### config.mk
export PLATFORM = sky130hd
export DESIGN_NAME = serial_led_command_interpreter_unit
export DESIGN_NICKNAME = d
export VERILOG_FILES = /design/src/rtl/slci_pkg.sv /design/src/rtl/slci_datapath.sv /design/src/rtl/slci_controller.sv /design/src/rtl/serial_led_command_interpreter_unit.sv
export SDC_FILE = /design/constraint.sdc
export NUM_CORES = 1
export LEC_CHECK = 0
export ABC_AREA = 1
export BUFFER_PORTS_ARGS = -buffer_cell sky130_fd_sc_hd__buf_2
export CAP_MARGIN = 20
export CORE_MARGIN = 3
export CORE_UTILIZATION = 40
export DETAILED_ROUTE_END_ITERATION = 8
export GPL_ROUTABILITY_DRIVEN = 1
export GPL_TIMING_DRIVEN = 0
export SLEW_MARGIN = 20
export SYNTH_ARGS = -nofsm -noshare
export SYNTH_HDL_FRONTEND = slang
export SYNTH_HIERARCHICAL = 1
export SYNTH_SLANG_ARGS = --single-unit
export TNS_END_PERCENT = 100
### constraint.sdc
create_clock -name clk_i -period 9.2 [get_ports clk_i]
set_input_delay 2.76 -clock clk_i [delete_from_list [all_inputs] [get_ports clk_i]]
set_output_delay 2.76 -clock clk_i [all_outputs]
set_load 0.01 [all_outputs]
### src/rtl/slci_pkg.sv
// Shared constants, control types and text tables of the serial LED command interpreter.
package slci_pkg;

  // Line buffer depth and the widths that follow from it, plus the index and text widths.
  localparam int LINE_MAX = 10;
  localparam int CNT_W    = $clog2(LINE_MAX + 1);
  localparam int ADDR_W   = $clog2(LINE_MAX);
  localparam int CMD_IDX_W = 5;
  localparam int MSG_IDX_W = 4;
  localparam int TEXT_W    = 128;

  // Special characters.
  localparam logic [7:0] CH_CR  = 8'h0D;
  localparam logic [7:0] CH_LF  = 8'h0A;
  localparam logic [7:0] CH_NUL = 8'h00;

  // Command codes.
  localparam logic [1:0] CMD_ON1  = 2'd0;
  localparam logic [1:0] CMD_OFF1 = 2'd1;
  localparam logic [1:0] CMD_ON2  = 2'd2;
  localparam logic [1:0] CMD_OFF2 = 2'd3;

  // Reply message codes.
  localparam logic [2:0] MSG_LONG = 3'd0;
  localparam logic [2:0] MSG_BAD  = 3'd1;
  localparam logic [2:0] MSG_ON1  = 3'd2;
  localparam logic [2:0] MSG_OFF1 = 3'd3;
  localparam logic [2:0] MSG_ON2  = 3'd4;
  localparam logic [2:0] MSG_OFF2 = 3'd5;

  // Commands from the controller to the datapath.
  typedef struct packed {
    logic store_byte;
    logic start_long;
    logic start_scan;
    logic scan_step;
    logic finish_scan;
    logic echo_step;
    logic reply_step;
    logic echo_sel;
  } slci_cmd_t;

  // Status from the datapath to the controller.
  typedef struct packed {
    logic rx_is_cr;
    logic rx_is_lf;
    logic line_full;
    logic scan_done;
    logic scan_empty;
    logic echo_last;
    logic reply_last;
  } slci_stat_t;

  // Length of a command string.
  function automatic logic [CMD_IDX_W-1:0] cmd_len(input logic [1:0] c);
    logic [CMD_IDX_W-1:0] len;
    case (c)
      CMD_ON1:  len = CMD_IDX_W'(7);
      CMD_OFF1: len = CMD_IDX_W'(8);
      CMD_ON2:  len = CMD_IDX_W'(7);
      CMD_OFF2: len = CMD_IDX_W'(8);
      default:  len = CMD_IDX_W'(7);
    endcase
    return len;
  endfunction

  // Character of a command string; zero past its end.
  function automatic logic [7:0] cmd_char(input logic [1:0] c,
                                          input logic [CMD_IDX_W-1:0] i);
    logic [TEXT_W-1:0] text;
    logic [CMD_IDX_W-1:0] len;
    logic [7:0] ch;
    len = cmd_len(c);
    case (c)
      CMD_ON1:  text = TEXT_W'("ledon 1");
      CMD_OFF1: text = TEXT_W'("ledoff 1");
      CMD_ON2:  text = TEXT_W'("ledon 2");
      CMD_OFF2: text = TEXT_W'("ledoff 2");
      default:  text = '0;
    endcase
    if (i >= len) begin
      ch = CH_NUL;
    end else begin
      ch = 8'(text >> (8 * (int'(len) - 1 - int'(i))));
    end
    return ch;
  endfunction

  // Length of a reply message.
  function automatic logic [MSG_IDX_W:0] msg_len(input logic [2:0] m);
    logic [MSG_IDX_W:0] len;
    case (m)
      MSG_LONG: len = (MSG_IDX_W + 1)'(16);
      MSG_BAD:  len = (MSG_IDX_W + 1)'(16);
      MSG_ON1:  len = (MSG_IDX_W + 1)'(10);
      MSG_OFF1: len = (MSG_IDX_W + 1)'(11);
      MSG_ON2:  len = (MSG_IDX_W + 1)'(10);
      MSG_OFF2: len = (MSG_IDX_W + 1)'(11);
      default:  len = (MSG_IDX_W + 1)'(16);
    endcase
    return len;
  endfunction

  // Character of a reply message; the carriage return is written in octal.
  function automatic logic [7:0] msg_char(input logic [2:0] m,
                                          input logic [MSG_IDX_W-1:0] i);
    logic [TEXT_W-1:0] text;
    logic [MSG_IDX_W:0] len;
    len = msg_len(m);
    case (m)
      MSG_LONG: text = TEXT_W'("Input Too Long\015\n");
      MSG_BAD:  text = TEXT_W'("Incorrect prompt");
      MSG_ON1:  text = TEXT_W'("LED1 ON.\015\n");
      MSG_OFF1: text = TEXT_W'("LED1 OFF.\015\n");
      MSG_ON2:  text = TEXT_W'("LED2 ON.\015\n");
      MSG_OFF2: text = TEXT_W'("LED2 OFF.\015\n");
      default:  text = '0;
    endcase
    return 8'(text >> (8 * (int'(len) - 1 - int'(i))));
  endfunction

endpackage

### src/rtl/slci_datapath.sv
// Datapath: line buffer, scan and echo counters, command match flags, LEDs and reply text.
module slci_datapath (
  input  logic                clk_i,
  input  logic                rst_ni,
  input  logic [7:0]          rx_byte_i,
  input  slci_pkg::slci_cmd_t cmd_i,
  output slci_pkg::slci_stat_t stat_o,
  output logic [7:0]          tx_byte_o,
  output logic                last_of_run_o,
  output logic                led_one_on_o,
  output logic                led_two_on_o
);
  import slci_pkg::*;

  logic [7:0]           line_store_q [LINE_MAX];
  logic [CNT_W-1:0]     line_len_q, line_len_d;
  logic [CNT_W-1:0]     pos_q, pos_d;
  logic [CNT_W-1:0]     echo_len_q, echo_len_d;
  logic [MSG_IDX_W-1:0] msg_pos_q, msg_pos_d;
  logic [2:0]           msg_sel_q, msg_sel_d;
  logic [3:0]           match_q, match_d;
  logic                 led_one_q, led_one_d;
  logic                 led_two_q, led_two_d;
  logic [7:0]           cur_ch;
  logic [3:0]           hit;
  logic                 reply_last;

  // Character under the scan and echo pointer.
  assign cur_ch = line_store_q[pos_q[ADDR_W-1:0]];

  // Final match of each command: every compared character equal and the length exact.
  always_comb begin
    for (int c = 0; c < 4; c++) begin
      hit[c] = match_q[c] && (CMD_IDX_W'(pos_q) == cmd_len(2'(c)));
    end
  end

  assign reply_last = ({1'b0, msg_pos_q} == (msg_len(msg_sel_q) - (MSG_IDX_W + 1)'(1)));

  // Status toward the controller.
  always_comb begin
    stat_o.rx_is_cr   = (rx_byte_i == CH_CR);
    stat_o.rx_is_lf   = (rx_byte_i == CH_LF);
    stat_o.line_full  = (line_len_q == CNT_W'(LINE_MAX));
    stat_o.scan_done  = (pos_q == line_len_q) || (cur_ch == CH_NUL);
    stat_o.scan_empty = (pos_q == '0);
    stat_o.echo_last  = ((pos_q + CNT_W'(1)) == echo_len_q);
    stat_o.reply_last = reply_last;
  end

  // Next-state logic of counters, flags and LEDs.
  always_comb begin
    line_len_d = line_len_q;
    pos_d      = pos_q;
    echo_len_d = echo_len_q;
    msg_pos_d  = msg_pos_q;
    msg_sel_d  = msg_sel_q;
    match_d    = match_q;
    led_one_d  = led_one_q;
    led_two_d  = led_two_q;
    if (cmd_i.store_byte) begin
      line_len_d = line_len_q + CNT_W'(1);
    end
    if (cmd_i.start_long) begin
      line_len_d = '0;
      msg_sel_d  = MSG_LONG;
      msg_pos_d  = '0;
    end
    if (cmd_i.start_scan) begin
      pos_d   = '0;
      match_d = '1;
    end
    if (cmd_i.scan_step) begin
      for (int c = 0; c < 4; c++) begin
        match_d[c] = match_q[c] && (cmd_char(2'(c), CMD_IDX_W'(pos_q)) == cur_ch);
      end
      pos_d = pos_q + CNT_W'(1);
    end
    if (cmd_i.finish_scan) begin
      line_len_d = '0;
      echo_len_d = pos_q;
      pos_d      = '0;
      msg_pos_d  = '0;
      if (hit[CMD_ON1]) begin
        led_one_d = 1'b1;
        msg_sel_d = MSG_ON1;
      end else if (hit[CMD_OFF1]) begin
        led_one_d = 1'b0;
        msg_sel_d = MSG_OFF1;
      end else if (hit[CMD_ON2]) begin
        led_two_d = 1'b1;
        msg_sel_d = MSG_ON2;
      end else if (hit[CMD_OFF2]) begin
        led_two_d = 1'b0;
        msg_sel_d = MSG_OFF2;
      end else begin
        msg_sel_d = MSG_BAD;
      end
    end
    if (cmd_i.echo_step) begin
      pos_d = pos_q + CNT_W'(1);
    end
    if (cmd_i.reply_step) begin
      msg_pos_d = msg_pos_q + MSG_IDX_W'(1);
    end
  end

  // Control and status registers.
  always_ff @(posedge clk_i or negedge rst_ni) begin
    if (!rst_ni) begin
      line_len_q <= '0;
      pos_q      <= '0;
      echo_len_q <= '0;
      msg_pos_q  <= '0;
      msg_sel_q  <= MSG_BAD;
      match_q    <= '0;
      led_one_q  <= 1'b0;
      led_two_q  <= 1'b0;
    end else begin
      line_len_q <= line_len_d;
      pos_q      <= pos_d;
      echo_len_q <= echo_len_d;
      msg_pos_q  <= msg_pos_d;
      msg_sel_q  <= msg_sel_d;
      match_q    <= match_d;
      led_one_q  <= led_one_d;
      led_two_q  <= led_two_d;
    end
  end

  // Line buffer write; the contents need no reset.
  always_ff @(posedge clk_i) begin
    if (cmd_i.store_byte) begin
      line_store_q[line_len_q[ADDR_W-1:0]] <= rx_byte_i;
    end
  end

  // Output payload: echoed text or reply text.
  assign tx_byte_o     = cmd_i.echo_sel ? cur_ch : msg_char(msg_sel_q, msg_pos_q);
  assign last_of_run_o = !cmd_i.echo_sel && reply_last;
  assign led_one_on_o  = led_one_q;
  assign led_two_on_o  = led_two_q;

endmodule

### src/rtl/slci_controller.sv
// Controller: state machine that sequences storing, scanning, echo and reply.
module slci_controller (
  input  logic                 clk_i,
  input  logic                 rst_ni,
  input  logic                 rx_valid_i,
  output logic                 rx_stall_o,
  output logic                 tx_valid_o,
  input  logic                 tx_stall_i,
  input  slci_pkg::slci_stat_t stat_i,
  output slci_pkg::slci_cmd_t  cmd_o
);
  import slci_pkg::*;

  localparam logic [1:0] ST_IDLE  = 2'd0;
  localparam logic [1:0] ST_SCAN  = 2'd1;
  localparam logic [1:0] ST_ECHO  = 2'd2;
  localparam logic [1:0] ST_REPLY = 2'd3;

  logic [1:0] state_q, state_d;
  logic       tx_take;

  assign rx_stall_o = (state_q != ST_IDLE);
  assign tx_valid_o = (state_q == ST_ECHO) || (state_q == ST_REPLY);
  assign tx_take    = tx_valid_o && !tx_stall_i;

  // Transition and command decode.
  always_comb begin
    state_d = state_q;
    cmd_o   = '0;
    cmd_o.echo_sel = (state_q == ST_ECHO);
    case (state_q)
      ST_IDLE: begin
        if (rx_valid_i && !stat_i.rx_is_lf) begin
          if (stat_i.rx_is_cr) begin
            cmd_o.start_scan = 1'b1;
            state_d = ST_SCAN;
          end else if (!stat_i.line_full) begin
            cmd_o.store_byte = 1'b1;
          end else begin
            cmd_o.start_long = 1'b1;
            state_d = ST_REPLY;
          end
        end
      end
      ST_SCAN: begin
        if (stat_i.scan_done) begin
          cmd_o.finish_scan = 1'b1;
          state_d = stat_i.scan_empty ? ST_REPLY : ST_ECHO;
        end else begin
          cmd_o.scan_step = 1'b1;
        end
      end
      ST_ECHO: begin
        if (tx_take) begin
          cmd_o.echo_step = 1'b1;
          if (stat_i.echo_last) begin
            state_d = ST_REPLY;
          end
        end
      end
      ST_REPLY: begin
        if (tx_take) begin
          if (stat_i.reply_last) begin
            state_d = ST_IDLE;
          end else begin
            cmd_o.reply_step = 1'b1;
          end
        end
      end
      default: begin
        state_d = ST_IDLE;
      end
    endcase
  end

  // State register.
  always_ff @(posedge clk_i or negedge rst_ni) begin
    if (!rst_ni) begin
      state_q <= ST_IDLE;
    end else begin
      state_q <= state_d;
    end
  end

endmodule

### src/rtl/serial_led_command_interpreter_unit.sv
// Top level of the serial LED command interpreter: controller, datapath and checks.
// An ordinary byte or a line feed is taken and the block is ready again next cycle.
// A carriage return scans the line up to its end or its first zero byte, one byte per cycle,
// then sends one echo or reply character per cycle while tx is not stalled.
// A full line followed by another ordinary byte sends its 16-character notice from the next cycle on.
// Reset (rst_ni low, asynchronous) clears the state machine, line count and LEDs; buffer not cleared.
module serial_led_command_interpreter_unit (
  input  logic       clk_i,
  input  logic       rst_ni,
  input  logic [7:0] rx_byte_i,
  input  logic       rx_valid_i,
  output logic       rx_stall_o,
  output logic [7:0] tx_byte_o,
  output logic       last_of_run_o,
  output logic       led_one_on_o,
  output logic       led_two_on_o,
  output logic       tx_valid_o,
  input  logic       tx_stall_i
);
  import slci_pkg::*;

  slci_cmd_t  cmd;
  slci_stat_t stat;

  // Sequencer.
  slci_controller u_ctrl (
    .clk_i      (clk_i),
    .rst_ni     (rst_ni),
    .rx_valid_i (rx_valid_i),
    .rx_stall_o (rx_stall_o),
    .tx_valid_o (tx_valid_o),
    .tx_stall_i (tx_stall_i),
    .stat_i     (stat),
    .cmd_o      (cmd)
  );

  // Storage and text generation.
  slci_datapath u_dp (
    .clk_i         (clk_i),
    .rst_ni        (rst_ni),
    .rx_byte_i     (rx_byte_i),
    .cmd_i         (cmd),
    .stat_o        (stat),
    .tx_byte_o     (tx_byte_o),
    .last_of_run_o (last_of_run_o),
    .led_one_on_o  (led_one_on_o),
    .led_two_on_o  (led_two_on_o)
  );

`ifndef ASSERT_OFF
  // No input transaction is taken while characters are being sent.
  assert property (@(posedge clk_i) disable iff (!rst_ni) tx_valid_o |-> rx_stall_o)
    else $error("input accepted while output active");

  // A line feed causes no output.
  assert property (@(posedge clk_i) disable iff (!rst_ni)
    (rx_valid_i && !rx_stall_o && rx_byte_i == CH_LF) |=> !tx_valid_o)
    else $error("line feed produced output");

  // The final character of a run ends the output.
  assert property (@(posedge clk_i) disable iff (!rst_ni)
    (tx_valid_o && !tx_stall_i && last_of_run_o) |=> !tx_valid_o)
    else $error("output continued after last character");

  // LED outputs hold steady while a run is being sent.
  assert property (@(posedge clk_i) disable iff (!rst_ni)
    (tx_valid_o && $past(tx_valid_o)) |-> ($stable(led_one_on_o) && $stable(led_two_on_o)))
    else $error("LED state changed during a run");
`endif

endmodule
-- Word-level counts from Yosys, hierarchy flattened
Memory sizes are Yosys's and may differ from the RTL's.
Cells that the tools add are included.
- bitwise operators: 2
- magnitude comparators: 2
- mux-type cells: 65
- reduce and logical (&&, ||, !) cells: 33
- multiply operators: 0
- divide/modulo/power cells: 0
- eq/ne operators: 27
- add/sub/neg operators: 10
- shifts and indexed selects: 5
- operators by type and width (cell ; count):
    $pmux W127 S6 ; 1
    $mux W128 ; 4
    $shr A128 B32 Y8 ; 4
    $shr A127 B32 Y8 ; 1
    $sub A29 B5 Y29 ; 3
    $mux W8 ; 9
    $mux W4 ; 12
    $eq A8 B8 Y1 ; 4
    $mux W3 ; 8
    $mux W2 ; 10
    $sub A5 B1 Y6 const B ; 3
    $mux W1 ; 17
    $eq A8 B4 Y1 const B ; 2
    $add A4 B1 Y4 const B ; 3
    $logic_and A1 B1 Y1 ; 11
    $ge A4 B5 Y1 ; 2
    $mux W5 ; 2
    $pmux W5 S2 ; 1
    $reduce_bool A2 Y1 ; 5
    $eq A4 B4 Y1 ; 2
    $eq A4 B4 Y1 const B ; 2
    $logic_not A8 Y1 ; 1
    $pmux W2 S4 ; 1
    $reduce_and A7 Y1 ; 1
    22 further kinds ; 35
- flip-flop bits (word level): 27
- latch bits: 0
- word-level logic and storage cells: 154
- RAM bits: 80
- memory bits (read-only): 0
- memories kept: 1
- input port bits: 12
- memories (memory ; depth ; width ; rd ports ; clocked after Yosys merged registers in ; wr ports ; RTL line ; text):
    u_dp.line_store_q ; 10 ; 8 ; 1 ; 0 ; 1 ; slci_datapath.sv:15 ; logic [7:0] line_store_q [LINE_MAX];

-- Depth between registers and ports, before layout
An unclocked memory read counts as a cell.
- depth in word-level cells: 14
- mapped depth: 22

-- Modules after synthesis
The synthesis kept the hierarchy.
- modules (own cells, without submodules) (module ; cells each ; seq. area each (um^2) ; area each (um^2) ; times used):
    slci_datapath ; 823 ; 3029.2 ; 6482.5 ; 1
    slci_controller ; 49 ; 50.0 ; 305.3 ; 1

-- Worst setup path before layout
No wires, ideal clock.
- path type: register to output
- start point: reg u_dp.msg_sel_q[0]
- end point: out tx_byte_o[1]
- buffers on the path: 2
- cell stages (with the launch flop): 14
- arrival time: 2.500 ns
- path slack: 3.940 ns
- cells stage by stage: dfstp_2 buf_4 nand3_1 nand2_1 ha_1 fa_1 inv_1 clkbuf_1 nand3_1 nand2_1 a21oi_1 o21ai_0 nand2_1 nand2_1
- word-level cells in the longest chain between the ends: 7
- elaborated cells between the ends (all ways): 14
- RTL lines (what ; RTL line ; text):
    start: declaration ; slci_datapath.sv:20 ; logic [2:0] msg_sel_q, msg_sel_d;
    start signal: assignment ; slci_datapath.sv:124 ; msg_sel_q <= msg_sel_d;
    $eq A3 B2 Y1 or $eq A3 B3 Y1 (tied branches) ; slci_pkg.sv:92, slci_pkg.sv:110 ;
    $reduce_or A2 Y1 (no line) ; -- ;
    $pmux W5 S2 ; slci_pkg.sv:92 ; case (m)
    $sub A5 B1 Y6 ; slci_pkg.sv:119 ; return 8'(text >> (8 * (int'(len) - 1 - int'(i))));
    $sub A29 B5 Y29 ; slci_pkg.sv:119 ;
    $shr A127 B32 Y8 (*) ; slci_pkg.sv:119 ;
    $mux W8 (*) ; slci_datapath.sv:139 ; assign tx_byte_o = cmd_i.echo_sel ? cur_ch : msg_char(msg_sel_q, msg_pos_q);
    end: declaration ; serial_led_command_interpreter_unit.sv:13 ; output logic [7:0] tx_byte_o,
Every way passes the cells marked *; elsewhere a longest branch is shown, timed or not.

-- Worst setup path in the final report
- start point: reg u_dp.msg_sel_q[0]
- end point: out tx_byte_o[5]
Same word-level chain as after synthesis.

==> reports/metrics.cfg <==
[sta]
rsz0062_at_grt=false
hold_violations=0
tns_ps=0
fin_skew_ps=12.33
slew_headroom_pct=38.48
finalCritPeriodShare_pct=68.95
achievable-frequency_mhz=157.6
drv_slew=0
fin_crit_ps=6343
setup_violations=0
tightestPinTransition_ps=919.4

[synthesis]
yosys.area.top_type_share_pct=35.39
yosysSeqAreaShare_pct=45.36
synthesis.nets=901
syn_inst=872
ys_warn_count=6
synthFlopType=edfxtp_1
synth_top_area_cell=edfxtp_1
synth_area_sq_um=6788
ys_types=49
netlist_top_cells_area=edfxtp_1 (35%), nand2_1 (16%), dfrtp_1 (9.6%), inv_1 (5.8%), nor2_1 (5.1%)
synth_edf_count=80
ys_ff_latch=107
avgSynthCellArea_sq_um=7.784
async_flop_share_pct=25.23

[worst_setup_path]
rrSetupSlack_ps=6170
critPathKind=register to output port
cp-end-kind=output port
critical_path.max_fanout=10
r2r_end=u_dp/pos_q[0]
r2r-start=u_dp/pos_q[1]
crit_arrival_ps=3580
start_kind=register
reg2reg_depth=20
required_ps=6440

[die]
ios=25
die_w_um=136.3
core_sq_um=16230
dieArea_sq_um=18570
start_util_pct=41.82
rows=46
die_height_um=136.3

[clock_network]
clkSinkCount=107
cts_tree=built
cts_setup_buffers=0
h-tree-depth=3
clkLatencyLatePin_ps=360
cts_root_buffer=clkbuf_16
holdBufCountCts=0
cts.reportedPaths.clkPinSlew_ps=80
cts-buffers-inserted=9
cts_resized=0
cts_max_path_buffers=2

[worst_hold_path]
min_path_cells=2
hp-class=register to register
hp-start=u_dp/match_q[3]
min_to=u_dp/match_q[3]

[global_route]
antenna_found_initial=0
grt_pass1_vias=5391
globalRoute.totalOverflow=0
grt_max_degree=28
grt_use_total_pct=19.99
grt_pass1_wl_um=28560

[cells_and_area]
fin_cells=1128
num_antenna_cells=0
finalNetCount=937
drive_above_1_share_pct=12.94
areaGrowthSynthToFinish_pct=10.38
nFillCells=1657
fin_util_pct=46.16

[detailed_routing]
via_count=5783
wl_um=17780
vias_per_cell=5.127
wl_per_cell_um=15.76
drt_iter0_markers=312
drtAntennaViolNets=0
drc=0
drtPass1Iterations=5

[run_status]
status=finished, final reports clean

[job]
cap_violations=0

[placement]
portBuffers=24
gp_congestion=0.9577
dpl.cell_count=1113
dp_hpwl_um=13140

## worst max-delay path by stage
stage,slack (ps),end,from,cells past startpoint
floorplan,3940,tx_byte_o[1],u_dp/msg_sel_q[0],13
global placement,3270,tx_byte_o[1],u_dp/msg_sel_q[0],15
detailed placement,3310,tx_byte_o[5],u_dp/msg_sel_q[0],16
CTS,2880,tx_byte_o[5],u_dp/msg_sel_q[0],16
global route,2660,tx_byte_o[5],u_dp/msg_sel_q[0],16
finish,2860,tx_byte_o[5],u_dp/msg_sel_q[0],16
## cells in the final DEF (no fill, tap or decap), types with 17 or more instances in the layout
cell type	count
nand2_1	283
inv_1	104
nor2_1	93
edfxtp_1	80
nand3_1	61
o21ai_0	33
buf_2	28
dfrtp_1	26
nand4_1	17
a21oi_1	17
## cell families after synthesis
kind of cell	synth area share, %
buffers and inverters	9.806
XOR/XNOR	1.770
other	0.05525
adder cells (fa/ha/maj)	3.244
AO/OA/AOI/OAI	7.650
flip-flops	45.36
AND/OR/NAND/NOR	32.11
## state kept, by name, indices dropped and copies added (netlist names)
signal             cells
u_dp/msg_pos_q         4
u_dp/msg_sel_q         3
u_dp/pos_q             4
u_dp/led_one_on_o      1
u_dp/match_q           4
u_dp/led_two_on_o      1
u_ctrl/state_q         2
u_dp/line_len_q        4
u_dp/echo_len_q        4
u_dp/line_store_q     80
## final cells by class
class | instances | area (sq um) | share of cell area, %
Buffer | 26 | 222.7 | 2.973
Clock buffer | 10 | 229.0 | 3.056
Clock inverter | 5 | 67.56 | 0.9018
Inverter | 116 | 442.9 | 5.912
Multi-Input combinational cell | 623 | 3053 | 40.75
Sequential cell | 107 | 3079 | 41.10
Tap cell | 216 | 270.3 | 3.607
Timing Repair Buffer | 25 | 127.6 | 1.703
## stage by stage
| step | cell area, sq um | hold slack, ps | setup WS, ps |
|---|---|---|---|
| global placement | 7178 | 454.7 | 3268 |
| floorplan | 6788 | 441.5 | 3940 |
| global route | 7492 | 508.5 | 2658 |
| finish | 7492 | 474.5 | 2857 |
| detailed placement | 7196 | 459.8 | 3309 |
| CTS | 7492 | 474.7 | 2878 |
## worst max-delay path, cell delays in order, from the launching register on
cell and delay [ps]:
dfstp_2 520, buf_4 170, inv_1 90, nand3_1 130
nand2_2 110, nor2_1 180, ha_1 330, xnor2_2 500
inv_2 230, nor2_2 320, nand2_1 90, o21bai_1 170
nand3_1 90, nand2_1 50, nand2_1 60, nand2_1 50
buf_2 130
## cells in the mapped netlist, drive strengths merged (2+ instances only)
master / instances
nor3: 9
edfxtp: 80
o211ai: 3
nor2: 104
nand4: 17
xor2: 5
dfrtp: 26
nand3: 71
or2: 2
ha: 16
a21boi: 4
buf: 23
a211oi: 2
clkbuf: 3
nor4: 5
inv: 115
o22ai: 3
a21oi: 18
nand2: 294
o21bai: 3
xnor2: 7
o21ai: 53
## metal layers
layer | track usage [%] | vias to the layer above | part of all wire [%]
li1 | - | 2903 | -
met1 | 26.82 | 2716 | 46
met2 | 33.16 | 141 | 47
met3 | 2.258 | 23 | 4.7
met4 | 7.839 | 0 | 2.5
met5 | 0 | - | 0
Power is not shown: default switching activity piles up to over one toggle a cycle in this logic, so the estimate is an artifact.
